**src/sv/utcdst_pkg.sv**
```systemverilog
// ============================================================================
// UTC / local time converter package
// Types, register codes and division constants shared by the converter.
// ============================================================================
`default_nettype none

package utcdst_pkg;

    // Time base and offset widths.
    localparam int TIME_BITS = 34;
    localparam int CFG_BITS  = 17;
    localparam int SUM_BITS  = TIME_BITS + 2;
    localparam logic [TIME_BITS-1:0] TIME_MAX = {TIME_BITS{1'b1}};

    // Configuration register indexes.
    localparam int CFG_INDEX_BITS = 2;
    localparam logic [CFG_INDEX_BITS-1:0] REG_DST_RULE      = 2'd0;
    localparam logic [CFG_INDEX_BITS-1:0] REG_STD_OFFSET    = 2'd1;
    localparam logic [CFG_INDEX_BITS-1:0] REG_SUMMER_OFFSET = 2'd2;

    // Daylight saving rule codes; any other code means no daylight saving.
    localparam logic [1:0] RULE_EU = 2'd1;
    localparam logic [1:0] RULE_US = 2'd2;

    // Conversion direction.
    localparam logic OP_TO_UTC = 1'b1;

    // Months that bound the daylight saving windows.
    localparam logic [3:0] MONTH_MAR = 4'd3;
    localparam logic [3:0] MONTH_OCT = 4'd10;
    localparam logic [3:0] MONTH_NOV = 4'd11;

    // Cycles from an accepted start to the done strobe.
    localparam int PIPE_DEPTH = 12;

    // Day split: 86400 = 675 << 7, so days = (t >> 7) / 675 by reciprocal.
    localparam int DAY_SHIFT       = 7;
    localparam int DAY_BITS        = 18;
    localparam int DAY_RECIP_SHIFT = 37;
    localparam logic [9:0]  DAY_ODD   = 10'd675;
    localparam logic [27:0] DAY_RECIP = 28'd203613265;

    // Seconds of day at which hour one and hour two begin.
    localparam logic [16:0] SEC_HOUR1 = 17'd3600;
    localparam logic [16:0] SEC_HOUR2 = 17'd7200;

    // Epoch shift to 0000-03-01 and the bases of the possible 400-year eras.
    localparam logic [19:0] EPOCH_DAYS = 20'd719468;
    localparam logic [19:0] ERA_BASE4  = 20'd584388;
    localparam logic [19:0] ERA_BASE5  = 20'd730485;
    localparam logic [19:0] ERA_BASE6  = 20'd876582;

    // Century boundaries within an era (day of era).
    localparam logic [17:0] DOE_CENT1 = 18'd36524;
    localparam logic [17:0] DOE_CENT2 = 18'd73048;
    localparam logic [17:0] DOE_CENT3 = 18'd109572;
    localparam logic [17:0] DOE_CENT4 = 18'd146096;

    // Reciprocals for the small constant divisions.
    localparam int WEEK_SHIFT = 21;
    localparam logic [18:0] WEEK_RECIP = 19'd299594;
    localparam int LEAP_SHIFT = 29;
    localparam logic [18:0] LEAP_RECIP = 19'd367720;
    localparam int YEAR_SHIFT = 27;
    localparam logic [18:0] YEAR_RECIP = 19'd367720;
    localparam int MP_SHIFT = 19;
    localparam logic [11:0] MP_RECIP = 12'd3427;
    localparam int FIVE_SHIFT = 14;
    localparam logic [11:0] FIVE_RECIP = 12'd3277;

    // One input item.
    typedef struct packed {
        logic                 operation;
        logic [TIME_BITS-1:0] time_value;
    } in_item_t;

    // One result item.
    typedef struct packed {
        logic [TIME_BITS-1:0] converted_time;
        logic                 dst_active;
        logic                 range_clipped;
    } out_item_t;

    // Position of the decision time within its day.
    typedef struct packed {
        logic ge_one;
        logic ge_two;
    } hour_flags_t;

    // Calendar fields handed from the date pipeline to the rule logic.
    typedef struct packed {
        logic [3:0]  month;
        logic [4:0]  mday;
        logic [2:0]  wday;
        hour_flags_t hour;
    } date_t;

    // Remainder by seven of a value below 64: quotient is (v * 74) >> 9.
    function automatic logic [2:0] mod7_small(input logic [5:0] v);
        logic [12:0] prod;
        logic [5:0]  rem;
        prod = 13'(v) * 13'd74;
        rem  = v - (6'(prod[12:9]) * 6'd7);
        return rem[2:0];
    endfunction

endpackage

`default_nettype wire

```
**src/sv/utcdst_calendar.sv**
```systemverilog
// ============================================================================
// UTC / local time converter calendar pipeline
// Nine-stage breakdown of a time into month, day of month, weekday and hour.
// ============================================================================
`default_nettype none

module utcdst_calendar (
    input  wire logic                                 clk,
    input  wire logic                                 rst_n,
    input  wire logic                                 in_valid,
    input  wire logic [utcdst_pkg::TIME_BITS-1:0]     in_time,
    input  wire utcdst_pkg::in_item_t                 in_side,
    output logic                                      out_valid,
    output utcdst_pkg::date_t                         out_date,
    output utcdst_pkg::in_item_t                      out_side
);

    // Valid bits for the nine stages.
    logic [8:0] valid_reg;

    // Sideband item that travels with each stage.
    utcdst_pkg::in_item_t side_reg [9];

    // Stage 1: days by reciprocal.
    logic [54:0]                        c1_prod_reg;
    logic [utcdst_pkg::TIME_BITS-1:0]   c1_time_reg;
    // Stage 2: hour flags, weekday base, day of era.
    logic [17:0]                        c2_y_reg;
    logic [17:0]                        c2_doe_reg;
    utcdst_pkg::hour_flags_t            c2_hour_reg;
    // Stage 3: weekday and leap-day products.
    logic [36:0]                        c3_wprod_reg;
    logic [36:0]                        c3_lprod_reg;
    logic [17:0]                        c3_y_reg;
    logic [17:0]                        c3_doe_reg;
    logic [2:0]                         c3_cent_reg;
    logic                               c3_era_end_reg;
    utcdst_pkg::hour_flags_t            c3_hour_reg;
    // Stage 4: weekday and leap-adjusted day count.
    logic [2:0]                         c4_wday_reg;
    logic [17:0]                        c4_n_reg;
    logic [17:0]                        c4_doe_reg;
    utcdst_pkg::hour_flags_t            c4_hour_reg;
    // Stage 5: year of era product.
    logic [36:0]                        c5_yprod_reg;
    logic [2:0]                         c5_wday_reg;
    logic [17:0]                        c5_doe_reg;
    utcdst_pkg::hour_flags_t            c5_hour_reg;
    // Stage 6: day of year.
    logic [8:0]                         c6_doy_reg;
    logic [2:0]                         c6_wday_reg;
    utcdst_pkg::hour_flags_t            c6_hour_reg;
    // Stage 7: month product.
    logic [22:0]                        c7_mprod_reg;
    logic [8:0]                         c7_doy_reg;
    logic [2:0]                         c7_wday_reg;
    utcdst_pkg::hour_flags_t            c7_hour_reg;
    // Stage 8: month start product.
    logic [22:0]                        c8_dprod_reg;
    logic [3:0]                         c8_mp_reg;
    logic [8:0]                         c8_doy_reg;
    logic [2:0]                         c8_wday_reg;
    utcdst_pkg::hour_flags_t            c8_hour_reg;
    // Stage 9: output date.
    utcdst_pkg::date_t                  c9_date_reg;

    // Combinational values between stages.
    logic [26:0] c2_x;
    logic [17:0] c2_days;
    logic [26:0] c2_day_base;
    logic [16:0] c2_secs;
    logic [19:0] c2_z;
    logic [19:0] c2_era_base;
    logic [15:0] c4_wq;
    logic [17:0] c4_wrem;
    logic [7:0]  c4_q1460;
    logic [18:0] c4_n;
    logic [8:0]  c6_yoe;
    logic [1:0]  c6_cent;
    logic [18:0] c6_ybase;
    logic [18:0] c6_doy;
    logic [10:0] c7_v;
    logic [3:0]  c8_mp;
    logic [10:0] c8_w;
    logic [8:0]  c9_q5;
    logic [8:0]  c9_mday;
    logic [3:0]  c9_month;

    // Valid bits advance every cycle; the pipeline never stalls.
    always_ff @(posedge clk or negedge rst_n)
    begin
        if (!rst_n)
        begin
            valid_reg <= '0;
        end
        else
        begin
            valid_reg <= {valid_reg[7:0], in_valid};
        end
    end

    // Sideband shift line.
    always_ff @(posedge clk)
    begin
        side_reg[0] <= in_side;
        for (int i = 1; i < 9; i++)
        begin
            side_reg[i] <= side_reg[i-1];
        end
    end

    // Stage 2 logic: whole days, seconds of day and day of era.
    always_comb
    begin
        c2_x        = c1_time_reg[utcdst_pkg::TIME_BITS-1:utcdst_pkg::DAY_SHIFT];
        c2_days     = c1_prod_reg[utcdst_pkg::DAY_RECIP_SHIFT +: utcdst_pkg::DAY_BITS];
        c2_day_base = 27'(c2_days) * 27'(utcdst_pkg::DAY_ODD);
        c2_secs     = {10'(c2_x - c2_day_base),
                       c1_time_reg[utcdst_pkg::DAY_SHIFT-1:0]};
        c2_z        = 20'(c2_days) + utcdst_pkg::EPOCH_DAYS;
        // The era is one of three, since the day count is never negative.
        if (c2_z >= utcdst_pkg::ERA_BASE6)
        begin
            c2_era_base = utcdst_pkg::ERA_BASE6;
        end
        else if (c2_z >= utcdst_pkg::ERA_BASE5)
        begin
            c2_era_base = utcdst_pkg::ERA_BASE5;
        end
        else
        begin
            c2_era_base = utcdst_pkg::ERA_BASE4;
        end
    end

    // Stage 4 logic: weekday remainder and leap-adjusted day count.
    always_comb
    begin
        c4_wq    = c3_wprod_reg[utcdst_pkg::WEEK_SHIFT +: 16];
        c4_wrem  = c3_y_reg - (18'(c4_wq) * 18'd7);
        c4_q1460 = c3_lprod_reg[utcdst_pkg::LEAP_SHIFT +: 8];
        c4_n     = 19'(c3_doe_reg) - 19'(c4_q1460) + 19'(c3_cent_reg)
                   - 19'(c3_era_end_reg);
    end

    // Stage 6 logic: year of era and day of year (from March 1).
    always_comb
    begin
        c6_yoe   = c5_yprod_reg[utcdst_pkg::YEAR_SHIFT +: 9];
        c6_cent  = 2'(c6_yoe >= 9'd100) + 2'(c6_yoe >= 9'd200) + 2'(c6_yoe >= 9'd300);
        c6_ybase = (19'(c6_yoe) * 19'd365) + 19'(c6_yoe[8:2]) - 19'(c6_cent);
        c6_doy   = 19'(c5_doe_reg) - c6_ybase;
    end

    // Stage 7 and 8 logic: month index from day of year.
    always_comb
    begin
        c7_v  = (11'(c6_doy_reg) * 11'd5) + 11'd2;
        c8_mp = c7_mprod_reg[utcdst_pkg::MP_SHIFT +: 4];
        c8_w  = (11'(c8_mp) * 11'd153) + 11'd2;
    end

    // Stage 9 logic: day of month and calendar month.
    always_comb
    begin
        c9_q5   = c8_dprod_reg[utcdst_pkg::FIVE_SHIFT +: 9];
        c9_mday = c8_doy_reg - c9_q5 + 9'd1;
        if (c8_mp_reg < 4'd10)
        begin
            c9_month = c8_mp_reg + 4'd3;
        end
        else
        begin
            c9_month = c8_mp_reg - 4'd9;
        end
    end

    // Payload stages.
    always_ff @(posedge clk)
    begin
        // Stage 1
        c1_prod_reg <= 55'(in_time[utcdst_pkg::TIME_BITS-1:utcdst_pkg::DAY_SHIFT])
                       * 55'(utcdst_pkg::DAY_RECIP);
        c1_time_reg <= in_time;

        // Stage 2
        c2_y_reg           <= c2_days + 18'd4;
        c2_doe_reg         <= 18'(c2_z - c2_era_base);
        c2_hour_reg.ge_one <= (c2_secs >= utcdst_pkg::SEC_HOUR1);
        c2_hour_reg.ge_two <= (c2_secs >= utcdst_pkg::SEC_HOUR2);

        // Stage 3
        c3_wprod_reg   <= 37'(c2_y_reg) * 37'(utcdst_pkg::WEEK_RECIP);
        c3_lprod_reg   <= 37'(c2_doe_reg) * 37'(utcdst_pkg::LEAP_RECIP);
        c3_y_reg       <= c2_y_reg;
        c3_doe_reg     <= c2_doe_reg;
        c3_cent_reg    <= 3'(c2_doe_reg >= utcdst_pkg::DOE_CENT1)
                          + 3'(c2_doe_reg >= utcdst_pkg::DOE_CENT2)
                          + 3'(c2_doe_reg >= utcdst_pkg::DOE_CENT3)
                          + 3'(c2_doe_reg >= utcdst_pkg::DOE_CENT4);
        c3_era_end_reg <= (c2_doe_reg >= utcdst_pkg::DOE_CENT4);
        c3_hour_reg    <= c2_hour_reg;

        // Stage 4
        c4_wday_reg <= c4_wrem[2:0];
        c4_n_reg    <= c4_n[17:0];
        c4_doe_reg  <= c3_doe_reg;
        c4_hour_reg <= c3_hour_reg;

        // Stage 5
        c5_yprod_reg <= 37'(c4_n_reg) * 37'(utcdst_pkg::YEAR_RECIP);
        c5_wday_reg  <= c4_wday_reg;
        c5_doe_reg   <= c4_doe_reg;
        c5_hour_reg  <= c4_hour_reg;

        // Stage 6
        c6_doy_reg  <= c6_doy[8:0];
        c6_wday_reg <= c5_wday_reg;
        c6_hour_reg <= c5_hour_reg;

        // Stage 7
        c7_mprod_reg <= 23'(c7_v) * 23'(utcdst_pkg::MP_RECIP);
        c7_doy_reg   <= c6_doy_reg;
        c7_wday_reg  <= c6_wday_reg;
        c7_hour_reg  <= c6_hour_reg;

        // Stage 8
        c8_dprod_reg <= 23'(c8_w) * 23'(utcdst_pkg::FIVE_RECIP);
        c8_mp_reg    <= c8_mp;
        c8_doy_reg   <= c7_doy_reg;
        c8_wday_reg  <= c7_wday_reg;
        c8_hour_reg  <= c7_hour_reg;

        // Stage 9
        c9_date_reg.month <= c9_month;
        c9_date_reg.mday  <= c9_mday[4:0];
        c9_date_reg.wday  <= c8_wday_reg;
        c9_date_reg.hour  <= c8_hour_reg;
    end

    assign out_valid = valid_reg[8];
    assign out_date  = c9_date_reg;
    assign out_side  = side_reg[8];

endmodule

`default_nettype wire

```
**src/sv/utc_local_time_dst_convert_core.sv**
```systemverilog
// ============================================================================
// UTC / local time converter with daylight saving rules
// Converts UTC to local time or back under an EU or US daylight rule.
// ============================================================================
// Pipeline: decision time register, calendar breakdown, daylight decision, output register.
// Throughput: one conversion per cycle; busy is low whenever reset is released.
// Most of the depth is the calendar breakdown, which spreads its multiplies over its stages.
// Reset: rst_n is asynchronous and clears the valid bits, done and the
// configuration registers (no daylight rule, zero offsets); busy is high in reset.
// Results cannot be held off by the receiver.
`default_nettype none

module utc_local_time_dst_convert_core (
    input  wire logic                                      clk,
    input  wire logic                                      rst_n,
    input  wire logic                                      start,
    output logic                                           busy,
    input  wire utcdst_pkg::in_item_t                      request,
    output logic                                           done,
    output utcdst_pkg::out_item_t                          result,
    input  wire logic                                      cfg_write,
    input  wire logic [utcdst_pkg::CFG_INDEX_BITS-1:0]     cfg_index,
    input  wire logic [utcdst_pkg::CFG_BITS-1:0]           cfg_data
);

    // Configuration registers.
    logic [1:0]                         dst_rule_reg;
    logic [utcdst_pkg::CFG_BITS-1:0]    std_offset_reg;
    logic [utcdst_pkg::CFG_BITS-1:0]    summer_offset_reg;

    // Stage 1: decision time.
    logic                               s1_valid_reg;
    logic [utcdst_pkg::TIME_BITS-1:0]   s1_time_reg;
    utcdst_pkg::in_item_t               s1_side_reg;
    logic [utcdst_pkg::TIME_BITS-1:0]   s1_time_next;
    logic [utcdst_pkg::SUM_BITS-1:0]    std_ext;
    logic [utcdst_pkg::SUM_BITS-1:0]    cand_diff;
    logic                               accept;

    // Calendar pipeline outputs.
    logic                               cal_valid;
    utcdst_pkg::date_t                  cal_date;
    utcdst_pkg::in_item_t               cal_side;

    // Stage 11: daylight decision.
    logic                               s11_valid_reg;
    logic                               s11_dst_reg;
    utcdst_pkg::in_item_t               s11_side_reg;
    logic                               s11_dst_next;
    logic [5:0]                         eu_arg;
    logic [4:0]                         eu_sun;
    logic [5:0]                         us_arg;
    logic [2:0]                         us_first;
    logic [4:0]                         us_sun;

    // Stage 12: offset and saturation.
    logic                               done_reg;
    utcdst_pkg::out_item_t              result_reg;
    utcdst_pkg::out_item_t              result_next;
    logic [utcdst_pkg::CFG_BITS-1:0]    off_sel;
    logic [utcdst_pkg::SUM_BITS-1:0]    off_ext;
    logic [utcdst_pkg::SUM_BITS-1:0]    off_delta;
    logic [utcdst_pkg::SUM_BITS-1:0]    out_sum;

    // The pipeline takes a transfer every cycle outside reset.
    assign busy   = ~rst_n;
    assign accept = start & ~busy;

    // Configuration writes.
    always_ff @(posedge clk or negedge rst_n)
    begin
        if (!rst_n)
        begin
            dst_rule_reg      <= '0;
            std_offset_reg    <= '0;
            summer_offset_reg <= '0;
        end
        else if (cfg_write)
        begin
            unique case (cfg_index)
                utcdst_pkg::REG_DST_RULE:      dst_rule_reg      <= cfg_data[1:0];
                utcdst_pkg::REG_STD_OFFSET:    std_offset_reg    <= cfg_data;
                utcdst_pkg::REG_SUMMER_OFFSET: summer_offset_reg <= cfg_data;
                default:                       ;
            endcase
        end
    end

    // Local to UTC decides daylight saving on the time minus the standard
    // offset, clamped to the time range.
    always_comb
    begin
        std_ext = {{(utcdst_pkg::SUM_BITS-utcdst_pkg::CFG_BITS){std_offset_reg[utcdst_pkg::CFG_BITS-1]}},
                   std_offset_reg};
        cand_diff = {{(utcdst_pkg::SUM_BITS-utcdst_pkg::TIME_BITS){1'b0}}, request.time_value}
                    - std_ext;
        if (request.operation != utcdst_pkg::OP_TO_UTC)
        begin
            s1_time_next = request.time_value;
        end
        else if (cand_diff[utcdst_pkg::SUM_BITS-1])
        begin
            s1_time_next = '0;
        end
        else if (cand_diff[utcdst_pkg::TIME_BITS])
        begin
            s1_time_next = utcdst_pkg::TIME_MAX;
        end
        else
        begin
            s1_time_next = cand_diff[utcdst_pkg::TIME_BITS-1:0];
        end
    end

    // Stage 1 registers.
    always_ff @(posedge clk or negedge rst_n)
    begin
        if (!rst_n)
        begin
            s1_valid_reg <= 1'b0;
        end
        else
        begin
            s1_valid_reg <= accept;
        end
    end

    always_ff @(posedge clk)
    begin
        s1_time_reg <= s1_time_next;
        s1_side_reg <= request;
    end

    // Calendar breakdown of the decision time.
    utcdst_calendar u_calendar (
        .clk       (clk),
        .rst_n     (rst_n),
        .in_valid  (s1_valid_reg),
        .in_time   (s1_time_reg),
        .in_side   (s1_side_reg),
        .out_valid (cal_valid),
        .out_date  (cal_date),
        .out_side  (cal_side)
    );

    // Daylight saving decision from month, day of month, weekday and hour.
    always_comb
    begin
        // European rule: last Sunday of the month.
        eu_arg = 6'(cal_date.wday) + 6'd31 - 6'(cal_date.mday);
        eu_sun = 5'd31 - 5'(utcdst_pkg::mod7_small(eu_arg));

        // US rule: weekday of the first of the month, then its first Sunday.
        us_arg   = 6'(cal_date.wday) + 6'd36 - 6'(cal_date.mday);
        us_first = utcdst_pkg::mod7_small(us_arg);
        if (us_first == 3'd0)
        begin
            us_sun = 5'd1;
        end
        else
        begin
            us_sun = 5'd8 - 5'(us_first);
        end
        // March uses the second Sunday.
        if (cal_date.month == utcdst_pkg::MONTH_MAR)
        begin
            us_sun = us_sun + 5'd7;
        end

        s11_dst_next = 1'b0;
        unique case (dst_rule_reg)
            utcdst_pkg::RULE_EU:
            begin
                if (cal_date.month < utcdst_pkg::MONTH_MAR
                    || cal_date.month > utcdst_pkg::MONTH_OCT)
                begin
                    s11_dst_next = 1'b0;
                end
                else if (cal_date.month > utcdst_pkg::MONTH_MAR
                         && cal_date.month < utcdst_pkg::MONTH_OCT)
                begin
                    s11_dst_next = 1'b1;
                end
                else if (cal_date.month == utcdst_pkg::MONTH_MAR)
                begin
                    s11_dst_next = (cal_date.mday != eu_sun) ? (cal_date.mday > eu_sun)
                                                             : cal_date.hour.ge_one;
                end
                else
                begin
                    s11_dst_next = (cal_date.mday != eu_sun) ? (cal_date.mday < eu_sun)
                                                             : !cal_date.hour.ge_one;
                end
            end
            utcdst_pkg::RULE_US:
            begin
                if (cal_date.month < utcdst_pkg::MONTH_MAR
                    || cal_date.month > utcdst_pkg::MONTH_NOV)
                begin
                    s11_dst_next = 1'b0;
                end
                else if (cal_date.month > utcdst_pkg::MONTH_MAR
                         && cal_date.month < utcdst_pkg::MONTH_NOV)
                begin
                    s11_dst_next = 1'b1;
                end
                else if (cal_date.month == utcdst_pkg::MONTH_MAR)
                begin
                    s11_dst_next = (cal_date.mday != us_sun) ? (cal_date.mday > us_sun)
                                                             : cal_date.hour.ge_two;
                end
                else
                begin
                    s11_dst_next = (cal_date.mday != us_sun) ? (cal_date.mday < us_sun)
                                                             : !cal_date.hour.ge_two;
                end
            end
            default:
            begin
                s11_dst_next = 1'b0;
            end
        endcase
    end

    // Stage 11 registers.
    always_ff @(posedge clk or negedge rst_n)
    begin
        if (!rst_n)
        begin
            s11_valid_reg <= 1'b0;
        end
        else
        begin
            s11_valid_reg <= cal_valid;
        end
    end

    always_ff @(posedge clk)
    begin
        s11_dst_reg  <= s11_dst_next;
        s11_side_reg <= cal_side;
    end

    // Apply the selected offset in the requested direction and saturate.
    always_comb
    begin
        off_sel = s11_dst_reg ? summer_offset_reg : std_offset_reg;
        off_ext = {{(utcdst_pkg::SUM_BITS-utcdst_pkg::CFG_BITS){off_sel[utcdst_pkg::CFG_BITS-1]}},
                   off_sel};
        off_delta = (s11_side_reg.operation == utcdst_pkg::OP_TO_UTC) ? (~off_ext + 1'b1)
                                                                      : off_ext;
        out_sum = {{(utcdst_pkg::SUM_BITS-utcdst_pkg::TIME_BITS){1'b0}},
                   s11_side_reg.time_value} + off_delta;

        result_next.dst_active = s11_dst_reg;
        if (out_sum[utcdst_pkg::SUM_BITS-1])
        begin
            result_next.converted_time = '0;
            result_next.range_clipped  = 1'b1;
        end
        else if (out_sum[utcdst_pkg::TIME_BITS])
        begin
            result_next.converted_time = utcdst_pkg::TIME_MAX;
            result_next.range_clipped  = 1'b1;
        end
        else
        begin
            result_next.converted_time = out_sum[utcdst_pkg::TIME_BITS-1:0];
            result_next.range_clipped  = 1'b0;
        end
    end

    // Output registers: each result is shown for exactly one cycle.
    always_ff @(posedge clk or negedge rst_n)
    begin
        if (!rst_n)
        begin
            done_reg <= 1'b0;
        end
        else
        begin
            done_reg <= s11_valid_reg;
        end
    end

    always_ff @(posedge clk)
    begin
        result_reg <= result_next;
    end

    assign done   = done_reg;
    assign result = result_reg;

endmodule

`default_nettype wire

```
**config.mk**
```make
export PLATFORM = sky130hd
export DESIGN_NAME = utc_local_time_dst_convert_core
export DESIGN_NICKNAME = d
export VERILOG_FILES = /design/src/sv/utcdst_pkg.sv /design/src/sv/utcdst_calendar.sv /design/src/sv/utc_local_time_dst_convert_core.sv
export SDC_FILE = /design/constraint.sdc
export NUM_CORES = 2
export LEC_CHECK = 0
export ABC_AREA = 1
export ABC_CLOCK_PERIOD_IN_PS = 9200
export BUFFER_PORTS_ARGS = -buffer_cell sky130_fd_sc_hd__buf_2
export CORE_MARGIN = 5
export CORE_UTILIZATION = 40
export DETAILED_ROUTE_END_ITERATION = 7
export GPL_TIMING_DRIVEN = 1
export SYNTH_ARGS = -nofsm -noshare
export SYNTH_HDL_FRONTEND = slang
export SYNTH_SLANG_ARGS = --single-unit
```
**constraint.sdc**
```tcl
create_clock -name clk -period 9.2 [get_ports clk]
set_input_delay 0.46 -clock clk [delete_from_list [all_inputs] [get_ports clk]]
set_output_delay 0.46 -clock clk [all_outputs]
set_load 0.01 [all_outputs]
```
==> flow_summary.json <==
{
  "status": "finished, final reports clean",
  "rsz0062_at_grt": "false",
  "area_growth_pct": 9.69,
  "ios": 96,
  "cp-startpoint": "u_calendar.out_date[6]",
  "grt_max_degree": 51,
  "highest_layer": "met4",
  "drc": 0,
  "dieWidth_um": 390,
  "cts_root_buf": "clkbuf_16",
  "synthesis.instances": 6172,
  "cts_tree": "yes",
  "drive_gt1_frac": 0.0486,
  "tns_ns": 0,
  "yosys.area.top_type_share": 0.244,
  "yosysWarnings": 0,
  "globalplace.congestion": 0.893,
  "fin_crit_sh": 0.817,
  "maxCapViolations": 0,
  "synth-edff-count": 0,
  "coreArea_mm2": 0.143,
  "io_buffers": 95,
  "finalSetupViolCount": 0,
  "antenna_left": 0,
  "synth-main-ff-cell": "dfxtp_1",
  "antenna_found_initial": 5,
  "synth_area_mm2": 0.0577,
  "start_util": 0.402,
  "r2r-start": "u_calendar.out_date[6]",
  "wl_met1_mm": 60.3,
  "worst_setup_path_start_kind": "flip-flop",
  "firstDrtPassIters": 5,
  "avgSynthCellArea_um2": 9.35,
  "max_freq_ghz": 0.133,
  "cts_buffers": 74,
  "min-delay-start": "request[13]",
  "path_common_cell": "ha_1",
  "numClockSinks": 723,
  "grt_pass1_vias": 41300,
  "worstPathArrival_ns": 8.06,
  "rows": 139,
  "ys_types": 61,
  "cp-end-kind": "flip-flop",
  "relSlewSlack": 0.233,
  "finalMaxSlewViolations": 0,
  "path_max_fanout": 4,
  "grt_pass1_wl_mm": 213,
  "clk_path_buf_depth": 3,
  "ys_seq_area_frac": 0.255,
  "criticalPathCategory": "flip-flop to flip-flop",
  "route.met3.wl_mm": 5.06,
  "grt_usage": 0.172,
  "synth_nets": 7925,
  "fin_skew_ns": 0.0544,
  "grt-ovfl-total": 0,
  "worst_pin_slew_ns": 1.15,
  "postCtsSetupBuffers": 0,
  "multi_input_area_mm2": 0.0378,
  "clkLatencyLatePin_ns": 0.64,
  "hold_depth": 1,
  "cts_hold_buf": 12,
  "die-area_mm2": 0.152,
  "slowest_stage": "o21ai_0",
  "vias": 39100,
  "die_h_um": 390,
  "routed_wirelength_mm": 128,
  "fin_nets": 8090,
  "finalHoldViolCount": 0,
  "largest_reg_flops": 315,
  "netlist_top_cells_area": "ha_1, dfxtp_1, fa_1, inv_1, nand2_1",
  "synth-seq-cells": 723,
  "htree_levels": 3,
  "hpwl_mm": 108,
  "hold_path.class": "primary input to flip-flop",
  "ff2ff_path_depth": 36,
  "path_clk_slew_ns": 0.07,
  "routedWlPerCell_um": 15.4,
  "nFillCells": 13900,
  "crit_required_ns": 9.75,
  "regArea_mm2": 0.0147,
  "synthArstFlopShare": 0.0664,
  "cts_resized": 0,
  "cpPeakStageDelay_ns": 0.47,
  "synth_area_leader_cell": "ha_1",
  "drtIter0Drc": 1721,
  "viasPerCell": 4.71,
  "r2r_slack_ns": 1.69,
  "fin_crit_ns": 7.51,
  "wl_met2_mm": 59.2
}
-- cells in the mapped netlist, types with 4 or more instances --
cell type and instances:
ha_1 1126, a41oi_1 4, o31ai_1 7, o211ai_1 7
a31oi_1 40, nand2_1 744, a2111oi_0 4, o21bai_1 24
a31o_2 5, nor3_1 36, nor4_1 13, buf_6 5
a21o_1 31, nor2_1 344, a21oi_1 294, xnor2_1 87
inv_2 4, a21boi_0 9, and2_1 6, dfxtp_1 675
fa_1 569, nand4_1 40, xor2_1 179, o221ai_1 10
nand2_4 4, o21ai_0 217, nor2_2 31, o21a_1 20
dfrtp_1 48, clkbuf_1 23, or2_0 4, or2_2 13
inv_1 1325, nand3_1 163, o2111ai_1 5, nand3b_1 6
o21ai_1 7
-- kinds of logic after synthesis --
group	after synthesis	share of synthesized area
flip-flops	723	0.255
adder cells (fa/ha/maj)	1695	0.442
buffers and inverters	1367	0.0899
AND/OR/NAND/NOR	1418	0.103
AO/OA/AOI/OAI	702	0.0693
XOR/XNOR	267	0.0407
-- cell usage in the layout, fill, tap and decap left out, types with 13 or more instances in the layout --
cell and instances:
or2_2 13, buf_4 19, nand2_1 744, dlygate4sd3_1 13
nor2_2 31, ha_1 1126, inv_1 1325, nand4_1 40
clkbuf_1 14, o21bai_1 24, xnor2_1 87, a21o_1 31
o21ai_0 217, dfrtp_1 48, nor2_1 344, nor3_1 36
a31oi_1 40, dfxtp_1 675, o21a_1 20, nor4_1 13
xor2_1 178, buf_2 95, a21oi_1 294, nand3_1 163
clkbuf_16 75, fa_1 569
-- stage by stage --
step	instances	area, um^2	hold WS, ns	setup WS, ns	utilization
after detailed placement	8151	60500	0.312	1.61	0.422
after CTS	8299	63300	0.000912	1.55	0.441
final	8301	63300	0.0511	1.69	0.441
after global routing	8301	63300	0.00337	0.961	0.441
after floorplan	6172	57700	0.164	2.52	-
after global placement	8151	60500	0.310	1.48	0.422
-- worst max-delay path, delay by kind of cell, from the launching register on --
| family | cells | cell delay [ns] |
|---|---|---|
| adders and majority gates | 11 | 3.31 |
| AOI/OAI and AO/OA | 9 | 1.94 |
| xor gates and xnor gates | 6 | 1.13 |
| DFF | 1 | 0.43 |
| and+or+nand+nor | 6 | 0.39 |
| buffers and inverters | 4 | 0.25 |
-- layout make-up --
class / count / area share
Antenna cell: 1 / 0.0000395
Clock buffer: 98 / 0.0325
Clock inverter: 38 / 0.00935
Inverter: 1329 / 0.0788
Multi-Input combinational cell: 4082 / 0.597
Sequential cell: 723 / 0.233
Tap cell: 1903 / 0.0376
Timing Repair Buffer: 127 / 0.0118
-- per-layer routing --
metal	up-vias	global-route usage
li1	19800	-
met1	18500	0.234
met2	579	0.290
met3	165	0.0236
met4	0	0.0459
met5	-	0
-- final timing paths --
kind                                              to
setup / recovery                         s11_dst_reg
hold / removal                       s1_side_reg[13]
setup reg to reg                         s11_dst_reg
hold reg to reg            u_calendar.c7_hour_reg[0]
max in group asynchronous      summer_offset_reg[15]
min in group asynchronous    u_calendar.valid_reg[4]
Power is not shown: default switching activity piles up to over one toggle a cycle in this logic, so the estimate is an artifact.
